$ cat src/esrc_pkg.sv
`timescale 1ns / 1ps

package esrc_pkg;

  localparam int unsigned QDEPTH = 4;
  localparam int unsigned QAW    = $clog2(QDEPTH);
  localparam int unsigned QCW    = $clog2(QDEPTH + 1);
  localparam int unsigned DIV_W  = 32;

  localparam logic [2:0] REG_TEMP     = 3'd0;
  localparam logic [2:0] REG_PRES_LOW = 3'd1;
  localparam logic [2:0] REG_PRES_HI  = 3'd2;
  localparam logic [2:0] REG_PRES_P9  = 3'd3;
  localparam logic [2:0] REG_HUM      = 3'd4;

  localparam logic [31:0] HUM_MAX = 32'd419430400;

  typedef struct packed {
    logic [31:0] t1, t2, t3;
    logic [31:0] p1, p2, p3, p4, p5, p6, p7, p8, p9;
    logic [31:0] h1, h2, h3, h4, h5, h6;
  } esrc_cal_t;

  typedef struct packed {
    logic [31:0] x1;
    logic [31:0] d;
    logic [15:0] rh;
    logic [31:0] pbase;
  } esrc_item_t;

  typedef struct packed {
    logic [QCW-1:0] count;
    logic           full;
    logic           empty;
  } esrc_qstat_t;

  typedef struct packed {
    logic [15:0] t;
    logic [16:0] h;
    logic        dz;
    logic        dbl;
  } esrc_side_t;

  function automatic logic [31:0] asr(input logic [31:0] x, input int unsigned n);
    return $unsigned($signed(x) >>> n);
  endfunction

  function automatic logic [31:0] sx16(input logic [15:0] x);
    return {{16{x[15]}}, x};
  endfunction

endpackage

$ cat src/esrc_fifo.sv
`timescale 1ns / 1ps

module esrc_fifo import esrc_pkg::*; (
  input  logic        clk,
  input  logic        rst,
  input  logic        push,
  input  esrc_item_t  wdata,
  input  logic        pop,
  output esrc_item_t  rdata,
  output esrc_qstat_t qs
);

  esrc_item_t     mem [QDEPTH];
  logic [QAW-1:0] wp, rp;
  logic [QCW-1:0] count;

  assign rdata    = mem[rp];
  assign qs.count = count;
  assign qs.full  = (count == QCW'(QDEPTH));
  assign qs.empty = (count == '0);

  always_ff @(posedge clk) begin
    if (rst) begin
      wp    <= '0;
      rp    <= '0;
      count <= '0;
    end else begin
      if (push) begin
        wp <= (wp == QAW'(QDEPTH - 1)) ? '0 : wp + QAW'(1);
      end
      if (pop) begin
        rp <= (rp == QAW'(QDEPTH - 1)) ? '0 : rp + QAW'(1);
      end
      if (push && !pop) begin
        count <= count + QCW'(1);
      end else if (pop && !push) begin
        count <= count - QCW'(1);
      end
    end
  end

  always_ff @(posedge clk) begin
    if (push) begin
      mem[wp] <= wdata;
    end
  end

endmodule

$ cat config.mk
export PLATFORM = sky130hd
export DESIGN_NAME = esrc_fifo
export DESIGN_NICKNAME = d
export VERILOG_FILES = /design/src/esrc_pkg.sv /design/src/esrc_fifo.sv
export SDC_FILE = /design/constraint.sdc
export NUM_CORES = 1
export LEC_CHECK = 0
export BUFFER_PORTS_ARGS = -buffer_cell sky130_fd_sc_hd__buf_2
export CORE_AREA = 3 3 197 199
export DETAILED_ROUTE_END_ITERATION = 10
export DIE_AREA = 0 0 200 202
export SETUP_SLACK_MARGIN = 0.05
export SYNTH_ARGS = -nofsm -noshare
export SYNTH_HDL_FRONTEND = slang
export SYNTH_SLANG_ARGS = --single-unit
$ cat constraint.sdc
create_clock -name clk -period 4.8 [get_ports clk]
set_input_delay 0.24 -clock clk [delete_from_list [all_inputs] [get_ports clk]]
set_output_delay 0.24 -clock clk [all_outputs]
set_load 0.01 [all_outputs]
; ---- After elaboration in Yosys (flattened, before gate mapping)
; Memories as Yosys holds them, arrays and structs flattened. A register that Yosys moved wholly into a read port is not among the register bits.
; Cells that the tools add are included.
; W data, S select, Z words.
[word_totals]
reg_bits = 7
latchBits = 0
mem_bits_rw = 448
mem_bits_ro = 0
mem_count = 1
[classes]
addsub = 4
multipliers = 0
div_mod_pow = 0
magnitude_cmp = 0
eq_ne = 3
shift = 0
muxes = 8
n_bitwise = 0
reduce_logical = 6
[memory_table]
columns = name, depth, width, rd, rd_ports_with_merged_regs, write_ports, line_no
row1 = mem, 4, 112, 1, 1, 1, esrc_fifo.sv:13  ; esrc_item_t mem [QDEPTH];
[ops]
columns = cell, n
row1 = $mux W2, 4
row2 = $mux W3, 2
row3 = $add A2 B1 Y2 const B, 2
row4 = $eq A2 B2 Y1 const B, 2
row5 = $add A3 B1 Y3 const B, 1
row6 = $eq A3 B3 Y1 const B, 1
row7 = $logic_not A3 Y1, 1
row8 = $sub A3 B1 Y3 const B, 1
row9 = $logic_and A1 B1 Y1, 2
row10 = $logic_not A1 Y1, 2
row11 = $mux W1, 2
row12 = $reduce_bool A2 Y1, 1

; ---- Depth between registers and ports, before layout
[depth]
word_depth = 4
depth_mapped = 7
depth_no_buf = 7

; ---- Least setup slack after synthesis
; Ideal clock, no wire load.
[synth_path]
path_type = reg-to-reg
startpoint = register wp[0]
endpoint = memory mem[3][0] (netlist name), enable pin
setup_ps = 483
arrival_ps = 3124
slack_ps = 1192
stages_incl_launch_ff = 3
n_path_buf = 0
path_cell_list = dfxtp_1 > ha_1 > and2_1
[synth_rtl]
columns = element, line_no
row1 = start: declaration, esrc_fifo.sv:14  ; logic [QAW-1:0] wp, rp;
row2 = start signal: assignment, esrc_fifo.sv:29  ; wp <= (wp == QAW'(QDEPTH - 1)) ? '0 : wp + QAW'(1);
row3 = end: declaration, esrc_fifo.sv:13
; No word-level cell before the write port.

==> flow_metrics.py <==
metrics = {
    "clock_network": {
        "cts_buffer_depth": 3,
        "cts_tree": "done",
        "root_buffer": "clkbuf_16",
        "cts_buffers": 47,
        "cts-hold-fix-buffers": 114,
        "post_cts_resized": 0,
        "cts.htree.levels": 2,
        "clkSinkCount": 457,
        "clk_latency_ns": 0.57,
        "clk_pin_slew_ns": 0.06,
        "post-cts-setup-buffer-count": 0,
    },
    "detailed_routing": {
        "ant_nets": 0,
        "dr_total_vias": 7815,
        "first_pass_iters": 4,
        "drc": 0,
        "routed_wl_um": 32390,
        "via_per_inst": 5.029,
        "first_iter_violations": 316,
        "routedWlPerCell_um": 20.84,
    },
    "logic_synthesis": {
        "synth_compound_area_share_pct": 0.08998,
        "yosysSeqAreaShare_pct": 81.70,
        "syn_inst": 629,
        "syn_avg_cell_area_um2": 26.53,
        "synth_warnings": 0,
        "syn_nets": 752,
        "synth_fa_ha_area_share_pct": 0.5699,
        "synth.area.mux_share_pct": 15.36,
        "yosys.area_share.simple_pct": 0.4649,
        "synth_xor_area_share_pct": 0.1050,
        "synth_top_family_by_area": "multiplexers",
        "ys_ff_latch": 457,
        "synth_cell_type_count": 20,
        "synth_area_um2": 16690,
    },
    "timing": {
        "tns_ns": 0,
        "fin_crit_ns": 2.990,
        "post-route-period-util_pct": 62.30,
        "hold_ws_ns": 0.05126,
        "setup_ws_ns": 1.810,
        "finClkSkew_ns": 0.01789,
        "relSlewSlack_pct": 36.38,
        "report.final.hold_viol_count": 0,
        "drv_slew": 0,
        "timing.fmax_ghz": 0.3344,
        "setup_viol": 0,
        "tightest_slew_ns": 0.9544,
        "rsz0062_at_grt": "false",
    },
    "worst_setup_path": {
        "end_kind": "primary output",
        "r2r_end": "mem[3][98]",
        "worstPathRequired_ns": 4.56,
        "crit_end": "rdata[76]",
        "reg2reg_slack_ns": 2.73,
        "r2r-start": "wp[0]",
        "cp_max_fo": 43,
        "cp-start-kind": "register",
        "reg2reg_depth": 3,
        "cp.arrival_ns": 2.75,
        "crit_type": "reg2out",
    },
    "floorplanning": {
        "fp.coreArea_um2": 37400,
        "die_x_um": 200,
        "io_pins": 233,
        "start_util_pct": 44.62,
        "die_y_um": 202,
        "dieArea_um2": 40400,
        "rows": 71,
    },
    "power_and_ir_drop": {
        "netSwitchingFraction_pct": 21.06,
        "leakage_nw": 7.132,
        "cellPowerDensity_nw_per_um2": 428.3,
        "peakVddDrop_v": 0.0003399,
        "p_int_w": 0.007109,
        "seqPwrFrac_pct": 51.6,
        "clkPwrFrac_pct": 39.7,
        "p_sw_w": 0.001897,
        "comb_power_share_pct": 8.7,
    },
    "flow_run": {
        "drv_cap": 0,
    },
    "placement": {
        "dp_slack_ns": 2.289,
        "place_inst": 1355,
        "place_congestion": 0.6605,
        "portBuffers": 232,
        "hpwlAfterDp_um": 18150,
    },
    "global_routing": {
        "grt_pass1_wl_um": 50180,
        "antenna_found_initial": 1,
        "grt-ovfl-total": 0,
        "gr-usage-all-layers_pct": 16.31,
        "grt_max_degree": 78,
        "grt_pass1_vias": 8648,
    },
    "worst_hold_path": {
        "hp-start": "push",
        "hold_class": "in2reg",
    },
    "status": {
        "status": "finished clean",
    },
    "layout": {
        "nNetsFinal": 1130,
        "finalNonFillerCells": 1554,
        "drive_above_1_share_pct": 40.27,
        "synthToLayoutAreaGrowth_pct": 26.01,
        "diodes": 0,
    },
}
-- final cells by class --
class	instances	area, um2
fill	2843	16370
sequential	457	13640
multi-input combinational	143	2778
timing repair buffer	354	2437
clock buffer	63	1246
tap	511	639.4
clock inverter	22	269.0
inverter	4	15.01
-- metrics by stage --
step	util, %	power, W	cell area (um2)
4_1_cts	56.22	0.009135	21030
6_report	56.22	0.009006	21030
5_1_grt	56.22	0.009352	21030
2_1_floorplan	-	0.005150	16690
3_3_place_gp	49.12	0.005448	18370
3_5_place_dp	49.12	0.005461	18370
-- logic make-up (layout without fill, tap and decap cells) --
| family | Yosys count | after routing |
|---|---|---|
| AOI/OAI and AO/OA | 3 | 3 |
| xor gates and xnor gates | 2 | 2 |
| adders and majority gates | 7 | 7 |
| buffers and inverters | 29 | 443 |
| DFF | 457 | 457 |
| muxes | 116 | 116 |
| and+or+nand+nor | 15 | 15 |
-- synthesized netlist by cell type --
master    count  share of area (%)
buf_4         3               0.13
buf_12        9                1.1
mux2i_1       4               0.24
ha_1          6               0.45
nor2_1        7               0.16
edfxtp_1    448                 81
dfxtp_1       9                1.1
and2_1        4               0.15
a21oi_1       2              0.060
buf_2         9               0.27
fa_1          1               0.12
inv_1         4              0.090
o21ai_0       1              0.030
buf_6         1              0.067
nor3b_1       2              0.090
nor3_1        1              0.030
or3_1         1              0.038
xor2_1        2               0.10
mux4_2      112                 15
buf_1         3              0.067
-- worst min path at each step --
stage / endpoint / slack [ns] / depth (start not counted)
finish: wp[0] / 0.05 / 3
global route: wp[1] / 0.07 / 3
CTS: wp[0] / 0.02 / 3
detailed placement: mem[2][44] / 0.46 / 1
global placement: mem[3][107] / 0.45 / 1
floorplan: count[2] / 0.31 / 1
-- critical path, stage by stage, from the launching register on --
cell,delay (ns)
dfxtp_4,0.96
buf_4,0.46
mux4_2,0.56
buf_2,0.16
-- power by group through the flow --
| stage | Combinational [W] | Clock [W] | Sequential (W) |
|---|---|---|---|
| 6_report | 0.000786 | 0.00358 | 0.00464 |
| 4_1_cts | 0.000808 | 0.00368 | 0.00465 |
| 3_3_place_gp | 0.000723 | 0 | 0.00473 |
| 3_5_place_dp | 0.000729 | 0 | 0.00473 |
| 2_1_floorplan | 0.000443 | 0 | 0.00471 |
| 5_1_grt | 0.000852 | 0.00384 | 0.00466 |
-- layer usage --
metal	wire length [um]	part of all wire [%]	track usage (%)
met1	14390	44	22.74
met3	1960	6.1	4.184
met5	7	0.022	0
met4	657	2.0	4.736
met2	15370	47	25.76
-- cells in the final DEF (no fill, tap or decap) --
cell type | Yosys | layout
nor3_1 | 1 | 1
buf_2 | 9 | 232
dfxtp_4 | 0 | 2
clkbuf_8 | 0 | 1
nor2_1 | 7 | 7
ha_1 | 6 | 6
edfxtp_1 | 448 | 448
or3_1 | 1 | 1
buf_12 | 9 | 6
bufinv_16 | 0 | 6
clkinv_4 | 0 | 1
a21oi_1 | 2 | 2
buf_4 | 3 | 2
inv_6 | 0 | 4
fa_1 | 1 | 1
clkbuf_16 | 0 | 47
mux2i_1 | 4 | 4
clkinv_2 | 0 | 3
o21ai_0 | 1 | 1
and2_4 | 0 | 4
nor3b_1 | 2 | 2
mux4_2 | 112 | 112
dlygate4sd3_1 | 0 | 114
dfxtp_1 | 9 | 7
inv_1 | 4 | 4
xor2_1 | 2 | 2
clkbuf_1 | 0 | 15
clkinv_1 | 0 | 8
-- state kept, by name, summed over array words and instances (netlist names), named ones only --
signal  flops
rp          2
count       3
mem       448
wp          2
Note: power is estimated with default switching activity, not from simulation.
