**config.mk**
```make
export PLATFORM = sky130hd
export DESIGN_NAME = esrc_front
export DESIGN_NICKNAME = d
export VERILOG_FILES = /design/src/esrc_pkg.sv /design/src/esrc_front.sv
export SDC_FILE = /design/constraint.sdc
export NUM_CORES = 1
export LEC_CHECK = 0
export BUFFER_PORTS_ARGS = -buffer_cell sky130_fd_sc_hd__buf_2
export CAP_MARGIN = 40
export CORE_AREA = 2 2 293 295
export CTS_BUF_LIST = sky130_fd_sc_hd__clkbuf_16
export CTS_CLUSTER_DIAMETER = 150
export CTS_CLUSTER_SIZE = 25
export DETAILED_ROUTE_END_ITERATION = 10
export DIE_AREA = 0 0 295 297
export HOLD_SLACK_MARGIN = 0.05
export SYNTH_ARGS = -nofsm -noshare
export SYNTH_HDL_FRONTEND = slang
export SYNTH_SLANG_ARGS = --single-unit
```
**constraint.sdc**
```tcl
create_clock -name clk -period 3.8 [get_ports clk]
set_clock_uncertainty 0.2 [all_clocks]
set_input_delay 0.76 -clock clk [delete_from_list [all_inputs] [get_ports clk]]
set_output_delay 0.76 -clock clk [all_outputs]
set_load 0.02 [all_outputs]
```
**src/esrc_pkg.sv**
```systemverilog
`timescale 1ns / 1ps

package esrc_pkg;

  localparam int unsigned QDEPTH = 4;
  localparam int unsigned QAW    = $clog2(QDEPTH);
  localparam int unsigned QCW    = $clog2(QDEPTH + 1);
  localparam int unsigned DIV_W  = 32;

  localparam logic [2:0] REG_TEMP     = 3'd0;
  localparam logic [2:0] REG_PRES_LOW = 3'd1;
  localparam logic [2:0] REG_PRES_HI  = 3'd2;
  localparam logic [2:0] REG_PRES_P9  = 3'd3;
  localparam logic [2:0] REG_HUM      = 3'd4;

  localparam logic [31:0] HUM_MAX = 32'd419430400;

  typedef struct packed {
    logic [31:0] t1, t2, t3;
    logic [31:0] p1, p2, p3, p4, p5, p6, p7, p8, p9;
    logic [31:0] h1, h2, h3, h4, h5, h6;
  } esrc_cal_t;

  typedef struct packed {
    logic [31:0] x1;
    logic [31:0] d;
    logic [15:0] rh;
    logic [31:0] pbase;
  } esrc_item_t;

  typedef struct packed {
    logic [QCW-1:0] count;
    logic           full;
    logic           empty;
  } esrc_qstat_t;

  typedef struct packed {
    logic [15:0] t;
    logic [16:0] h;
    logic        dz;
    logic        dbl;
  } esrc_side_t;

  function automatic logic [31:0] asr(input logic [31:0] x, input int unsigned n);
    return $unsigned($signed(x) >>> n);
  endfunction

  function automatic logic [31:0] sx16(input logic [15:0] x);
    return {{16{x[15]}}, x};
  endfunction

endpackage

```
**src/esrc_front.sv**
```systemverilog
`timescale 1ns / 1ps

module esrc_front import esrc_pkg::*; (
  input  logic        clk,
  input  logic        rst,
  input  logic        in_valid,
  output logic        in_ready,
  input  logic [19:0] raw_temperature,
  input  logic [19:0] raw_pressure,
  input  logic [15:0] raw_humidity,
  input  esrc_cal_t   cal,
  input  esrc_qstat_t qs,
  output logic        push,
  output esrc_item_t  item
);

  logic fv;

  assign in_ready = !fv || !qs.full;
  assign push     = fv && !qs.full;

  always_ff @(posedge clk) begin
    if (rst) begin
      fv <= 1'b0;
    end else if (in_valid && in_ready) begin
      fv <= 1'b1;
    end else if (push) begin
      fv <= 1'b0;
    end
  end

  always_ff @(posedge clk) begin
    if (in_valid && in_ready) begin
      item.x1    <= ({12'd0, raw_temperature} >> 3) - (cal.t1 << 1);
      item.d     <= ({12'd0, raw_temperature} >> 4) - cal.t1;
      item.rh    <= raw_humidity;
      item.pbase <= 32'd1048576 - {12'd0, raw_pressure};
    end
  end

endmodule

```
# ---- Yosys cells after proc, flatten, opt, wreduce, memory -nomap -nowiden
# Cells that the tools add are included.
dict set report totals {
  register_bits 113
  latch_bits 0
  ram_bits 0
  mem_bits_ro 0
  input_bits 640
  output_inout_bits 114
  word_cells 16
  n_memories 0
}
dict set report op_classes {
  add_sub_neg 3
  n_mul 0
  n_div 0
  order_cmp 0
  n_eq_ne 0
  n_shift 0
  muxes 2
  n_bitwise 0
  n_reduce_logical 6
}
# op n
set op_table {}
lappend op_table {{16-bit by 32-bit subtractor with 32-bit output} 1}
lappend op_table {{17-bit by 32-bit subtractor with 32-bit output} 1}
lappend op_table {{21-bit by 20-bit subtractor with 22-bit output, first input constant} 1}
lappend op_table {{1-bit logical AND} 2}
lappend op_table {{1-bit logical NOT} 2}
lappend op_table {{1-bit two-way mux} 2}
lappend op_table {{2-bit nonzero test} 1}
lappend op_table {{1-bit logical OR} 1}

# ---- Longest topological paths before layout
dict set report logic_depth {
  word_depth 4
  mapped_depth 10
  depth_no_buf 10
}

# ---- Worst setup path after synthesis
# Ideal clock, no wire load.
dict set report synth_path {
  path_type {input port to flip-flop}
  startpoint {input port qs[1] (netlist name)}
  endpoint {register item[0] (netlist name), enable pin}
  setup_ns 0.436
  arrival_time_ns 2.628
  t_required_ns 3.164
  setup_slack_ns 0.537
  stages 2
  path_buffers 0
  path_cell_list {nand2_1 > and2_1}
}
dict set report synth_between {
  elab_chain_len 3
}
# element line_no
set synth_lines {}
lappend synth_lines {{start, declared} esrc_front.sv:12} ;# input esrc_qstat_t qs,
lappend synth_lines {{1-bit logical NOT} esrc_front.sv:19} ;# assign in_ready = !fv || !qs.full;
lappend synth_lines {{1-bit logical OR} esrc_front.sv:19}
lappend synth_lines {{1-bit logical AND} esrc_front.sv:33} ;# if (in_valid && in_ready) begin
lappend synth_lines {{end, declared} esrc_front.sv:14} ;# output esrc_item_t item
# Every way passes these cells.
# A chain may end at the register's enable or synchronous reset.

# ---- Final worst setup path
dict set report layout_path {
  startpoint {input port raw_temperature[4]}
  endpoint {register item[103] (netlist name), data pin}
}
dict set report layout_between {
  elab_chain_len 1
}
# element line_no
set layout_lines {}
lappend layout_lines {{start, declared} esrc_front.sv:8} ;# input logic [19:0] raw_temperature,
lappend layout_lines {{17-bit by 32-bit subtractor with 32-bit output} esrc_front.sv:34} ;# item.x1 <= ({12'd0, raw_temperature} >> 3) - (cal.t1 << 1);
# Every way passes these cells.

==> metrics.log <==
[metrics] result of the run: completed
[metrics] Antenna Nets Post-Route: 0
[metrics] Power per Cell Area: 364 nW/um2
[metrics] worst hold path type: flop to flop
[metrics] total number of H-tree levels: 3
[metrics] R2R depth: 3
[metrics] Rows: 107
[metrics] total count of hold-check failures in the final report: 0
[metrics] share of the cycle needed by the critical path after routing: 84.5%
[metrics] unrepaired setup endpoints after global routing: false
[metrics] Syn Area/Cell: 11.4 um2
[metrics] overall routing resource usage: 3.71%
[metrics] number of synthesized flops with an enable pin: 70
[metrics] count of vias placed by the detailed router: 3,287
[metrics] number of buffers created by CTS: 9
[metrics] clock transition at the registers of the reported paths: 0.07 ns
[metrics] Critical Path Start Type: primary input
[metrics] critical register-to-register path startpoint: fv$_SDFFE_PP0P_
[metrics] fill count: 9,875
[metrics] area of the placeable core: 84,500 um2
[metrics] average via count per standard cell: 1.95
[metrics] TritonRoute pass-1 iters: 4
[metrics] peak clock frequency supported by timing: 312 MHz
[metrics] type of the worst setup path: primary input to flop
[metrics] maximum number of pins on one net before global-route repair: 37
[metrics] Sequential cell area: 2120 um2
[metrics] Port Buffer Count: 191
[metrics] Worst Tran Pin Value: 0.667 ns
[metrics] Die Area: 87,600 um2
[metrics] post-synthesis register bit count: 71
[metrics] worst min-delay path startpoint: fv$_SDFFE_PP0P_
[metrics] Relative slew margins: 54.9%
[metrics] non-filler instance count after layout: 1,686
[metrics] Top FF cell, synth: sky130_fd_sc_hd__edfxtp_1
[metrics] clock tree root driver cell: sky130_fd_sc_hd__clkbuf_16
[metrics] initial core utilization: 4.81%
[metrics] number of buffers inserted to repair setup after CTS: 0
[metrics] CP max FO: 8
[metrics] setup slack of the most critical reg-to-reg path: 1.92 ns
[metrics] number of setup violations in the final report: 0
[metrics] library cells used by synthesis: 49
[metrics] DR WL/cell: 9.59 um
[metrics] final max-slew violation count: 0
[metrics] HPWL after detailed placement: 13,700 um
[metrics] largest cells by area after synthesis: sky130_fd_sc_hd__edfxtp_1 (52%), sky130_fd_sc_hd__buf_4 (7.8%), sky130_fd_sc_hd__ha_1 (5.2%)
[metrics] Worst Path Required: 3.83 ns
[metrics] synth warn: 0
[metrics] routability congestion estimate from global placement: 0.800
[metrics] share of cells above drive strength 1: 42.8%
[metrics] number of instances resized during post-cts repair: 0
[metrics] number of placed I/O pins: 754
[metrics] number of design rule violations left after detail routing: 0
[metrics] cell accounting for the most synthesized area: sky130_fd_sc_hd__edfxtp_1
[metrics] maximum buffer depth of the clock tree: 2
[metrics] Inst Count DP: 1,668
[metrics] Critical Path AT: 3.23 ns
[metrics] critical path endpoint category: flop
[metrics] hold path cells: 2
[metrics] Remaining Overflow, GRT: 0
[metrics] r2r endpoint: item[44]$_DFFE_PP_
[metrics] Min Clock Period, post-route: 3.21 ns
[metrics] die extent in y: 297 um
[metrics] violation count after the first detailed-route iteration: 148
[metrics] Endpoint, Worst Hold: fv$_SDFFE_PP0P_
[metrics] clock latency on the worst-skew pair: 0.36 ns
[metrics] number of global-route vias before repair: 3,026
[metrics] area share of the leading cell type in the synthesized netlist: 51.7%
[metrics] area added between synthesis and finish: 60.9%
[metrics] worst ir drop on vdd: 0.201 mV
[metrics] cell area after synthesis: 4070 um2
[metrics] Die W: 295 um
[metrics] total length of routed wires: 16,200 um
[metrics] sum of negative setup slack: 0 ns
[metrics] total of max-cap violations: 0
[metrics] fraction of registers with async set/reset: 0%
[metrics] CTS tree: built
[metrics] layout net count: 1,193
[metrics] number of antenna violations at the first check in global routing: 16
[metrics] count of hold buffers inserted by post-cts repair: 0
[metrics] multi-input gate area in the final layout: 1560 um2
[metrics] cells after synthesis: 358
[metrics] cell leakage power: 2.32 nW
[metrics] number of sinks driven by the clock tree: 71
[metrics] wire length of the first global-routing pass: 22,200 um
[metrics] share of the yosys chip area belonging to registers: 52.2%
-- cell type report --
type | count | area share (%)
sequential | 71 | 32.4
multi-input combinational | 225 | 23.8
tap | 1144 | 21.9
timing repair buffer | 202 | 15.9
clock buffer | 9 | 3.44
inverter | 26 | 1.49
clock inverter | 7 | 0.995
antenna | 2 | 0.0765
-- Yosys cell counts, types with 4 or more instances --
library cell	count
sky130_fd_sc_hd__a21o_1	5
sky130_fd_sc_hd__a21oi_1	13
sky130_fd_sc_hd__and2_1	5
sky130_fd_sc_hd__and3_1	4
sky130_fd_sc_hd__buf_4	42
sky130_fd_sc_hd__clkbuf_1	4
sky130_fd_sc_hd__edfxtp_1	70
sky130_fd_sc_hd__ha_1	17
sky130_fd_sc_hd__inv_1	26
sky130_fd_sc_hd__nand2_1	20
sky130_fd_sc_hd__nand3_1	12
sky130_fd_sc_hd__nor2_1	20
sky130_fd_sc_hd__nor3_1	12
sky130_fd_sc_hd__o21a_1	5
sky130_fd_sc_hd__o21ai_0	12
sky130_fd_sc_hd__xnor2_1	20
sky130_fd_sc_hd__xor2_1	24
-- worst max-delay path by stage --
stage                        from             endpoint  slack (ns)
6_report       raw_temperature[4]  item[103]$_DFFE_PP_        0.59
5_1_grt        raw_temperature[4]  item[103]$_DFFE_PP_        0.36
4_1_cts        raw_temperature[4]  item[103]$_DFFE_PP_        0.58
3_5_place_dp   raw_temperature[4]  item[103]$_DFFE_PP_        0.19
3_3_place_gp   raw_temperature[4]  item[103]$_DFFE_PP_        0.14
2_1_floorplan               qs[1]    item[0]$_DFFE_PP_        0.54
-- registers in the layout, summed over array words and instances, names as in the netlist --
| name | flops |
|---|---|
| item | 70 |
| fv | 1 |
-- cell families (layout without fill, tap and decap cells) --
kind of cell	after synthesis	after routing	synth area share, %
other cells	1	13	0.0922
buf+inv	72	244	10.5
xor+xnor	44	44	9.48
simple gates	100	100	13.5
flops	71	71	52.2
compound gates	52	52	8.53
fa+ha+maj	18	18	5.72
-- metrics by stage --
step                      util [%]  hold slack (ns)  area (um2)  power, mW  setup WS, ns
after detailed placement      7.39            0.302        6240       1.52         0.188
after floorplan                  -            0.265        4100       1.33         0.537
final                         7.74            0.317        6540       2.38         0.591
after CTS                     7.74            0.313        6540       2.44         0.578
after global routing          7.74            0.322        6540       2.50         0.359
after global placement        7.39            0.280        6240       1.52         0.142
-- routing by layer --
layer	track usage, %	share of wire [%]	up-vias
li1	-	-	1580
met1	4.87	45	1517
met2	5.51	45	161
met3	1.28	7.9	19
met4	1.49	1.5	10
met5	0	0.43	-
-- worst max-delay path, stage by stage --
cell and delay, ns:
sky130_fd_sc_hd__buf_2 0.09, sky130_fd_sc_hd__inv_1 0.04, sky130_fd_sc_hd__ha_1 0.16, sky130_fd_sc_hd__inv_1 0.06
sky130_fd_sc_hd__fa_1 0.39, sky130_fd_sc_hd__a21oi_1 0.21, sky130_fd_sc_hd__o21ai_0 0.18, sky130_fd_sc_hd__a21oi_1 0.28
sky130_fd_sc_hd__o2111ai_1 0.39, sky130_fd_sc_hd__nand3_1 0.23, sky130_fd_sc_hd__xor2_1 0.25, sky130_fd_sc_hd__buf_4 0.19
-- cells in the final DEF (no fill, tap or decap), drive strengths merged, types with 4 or more instances in the layout --
master    n
edfxtp   70
nand2    20
inv      29
nor3     14
nand3    12
and3      4
xor2     24
clkbuf    9
ha       17
and2      5
o21ai    12
xnor2    20
conb     11
nor4      4
a21oi    13
buf     202
o21a      5
a21o      5
nor2     21
-- report_power, final --
part	switching, mW	internal (mW)
clock network	0.431	0.456
registers	0.0343	0.941
logic	0.337	0.181
total	0.802	1.58
Power figures use the tool's default switching activity.
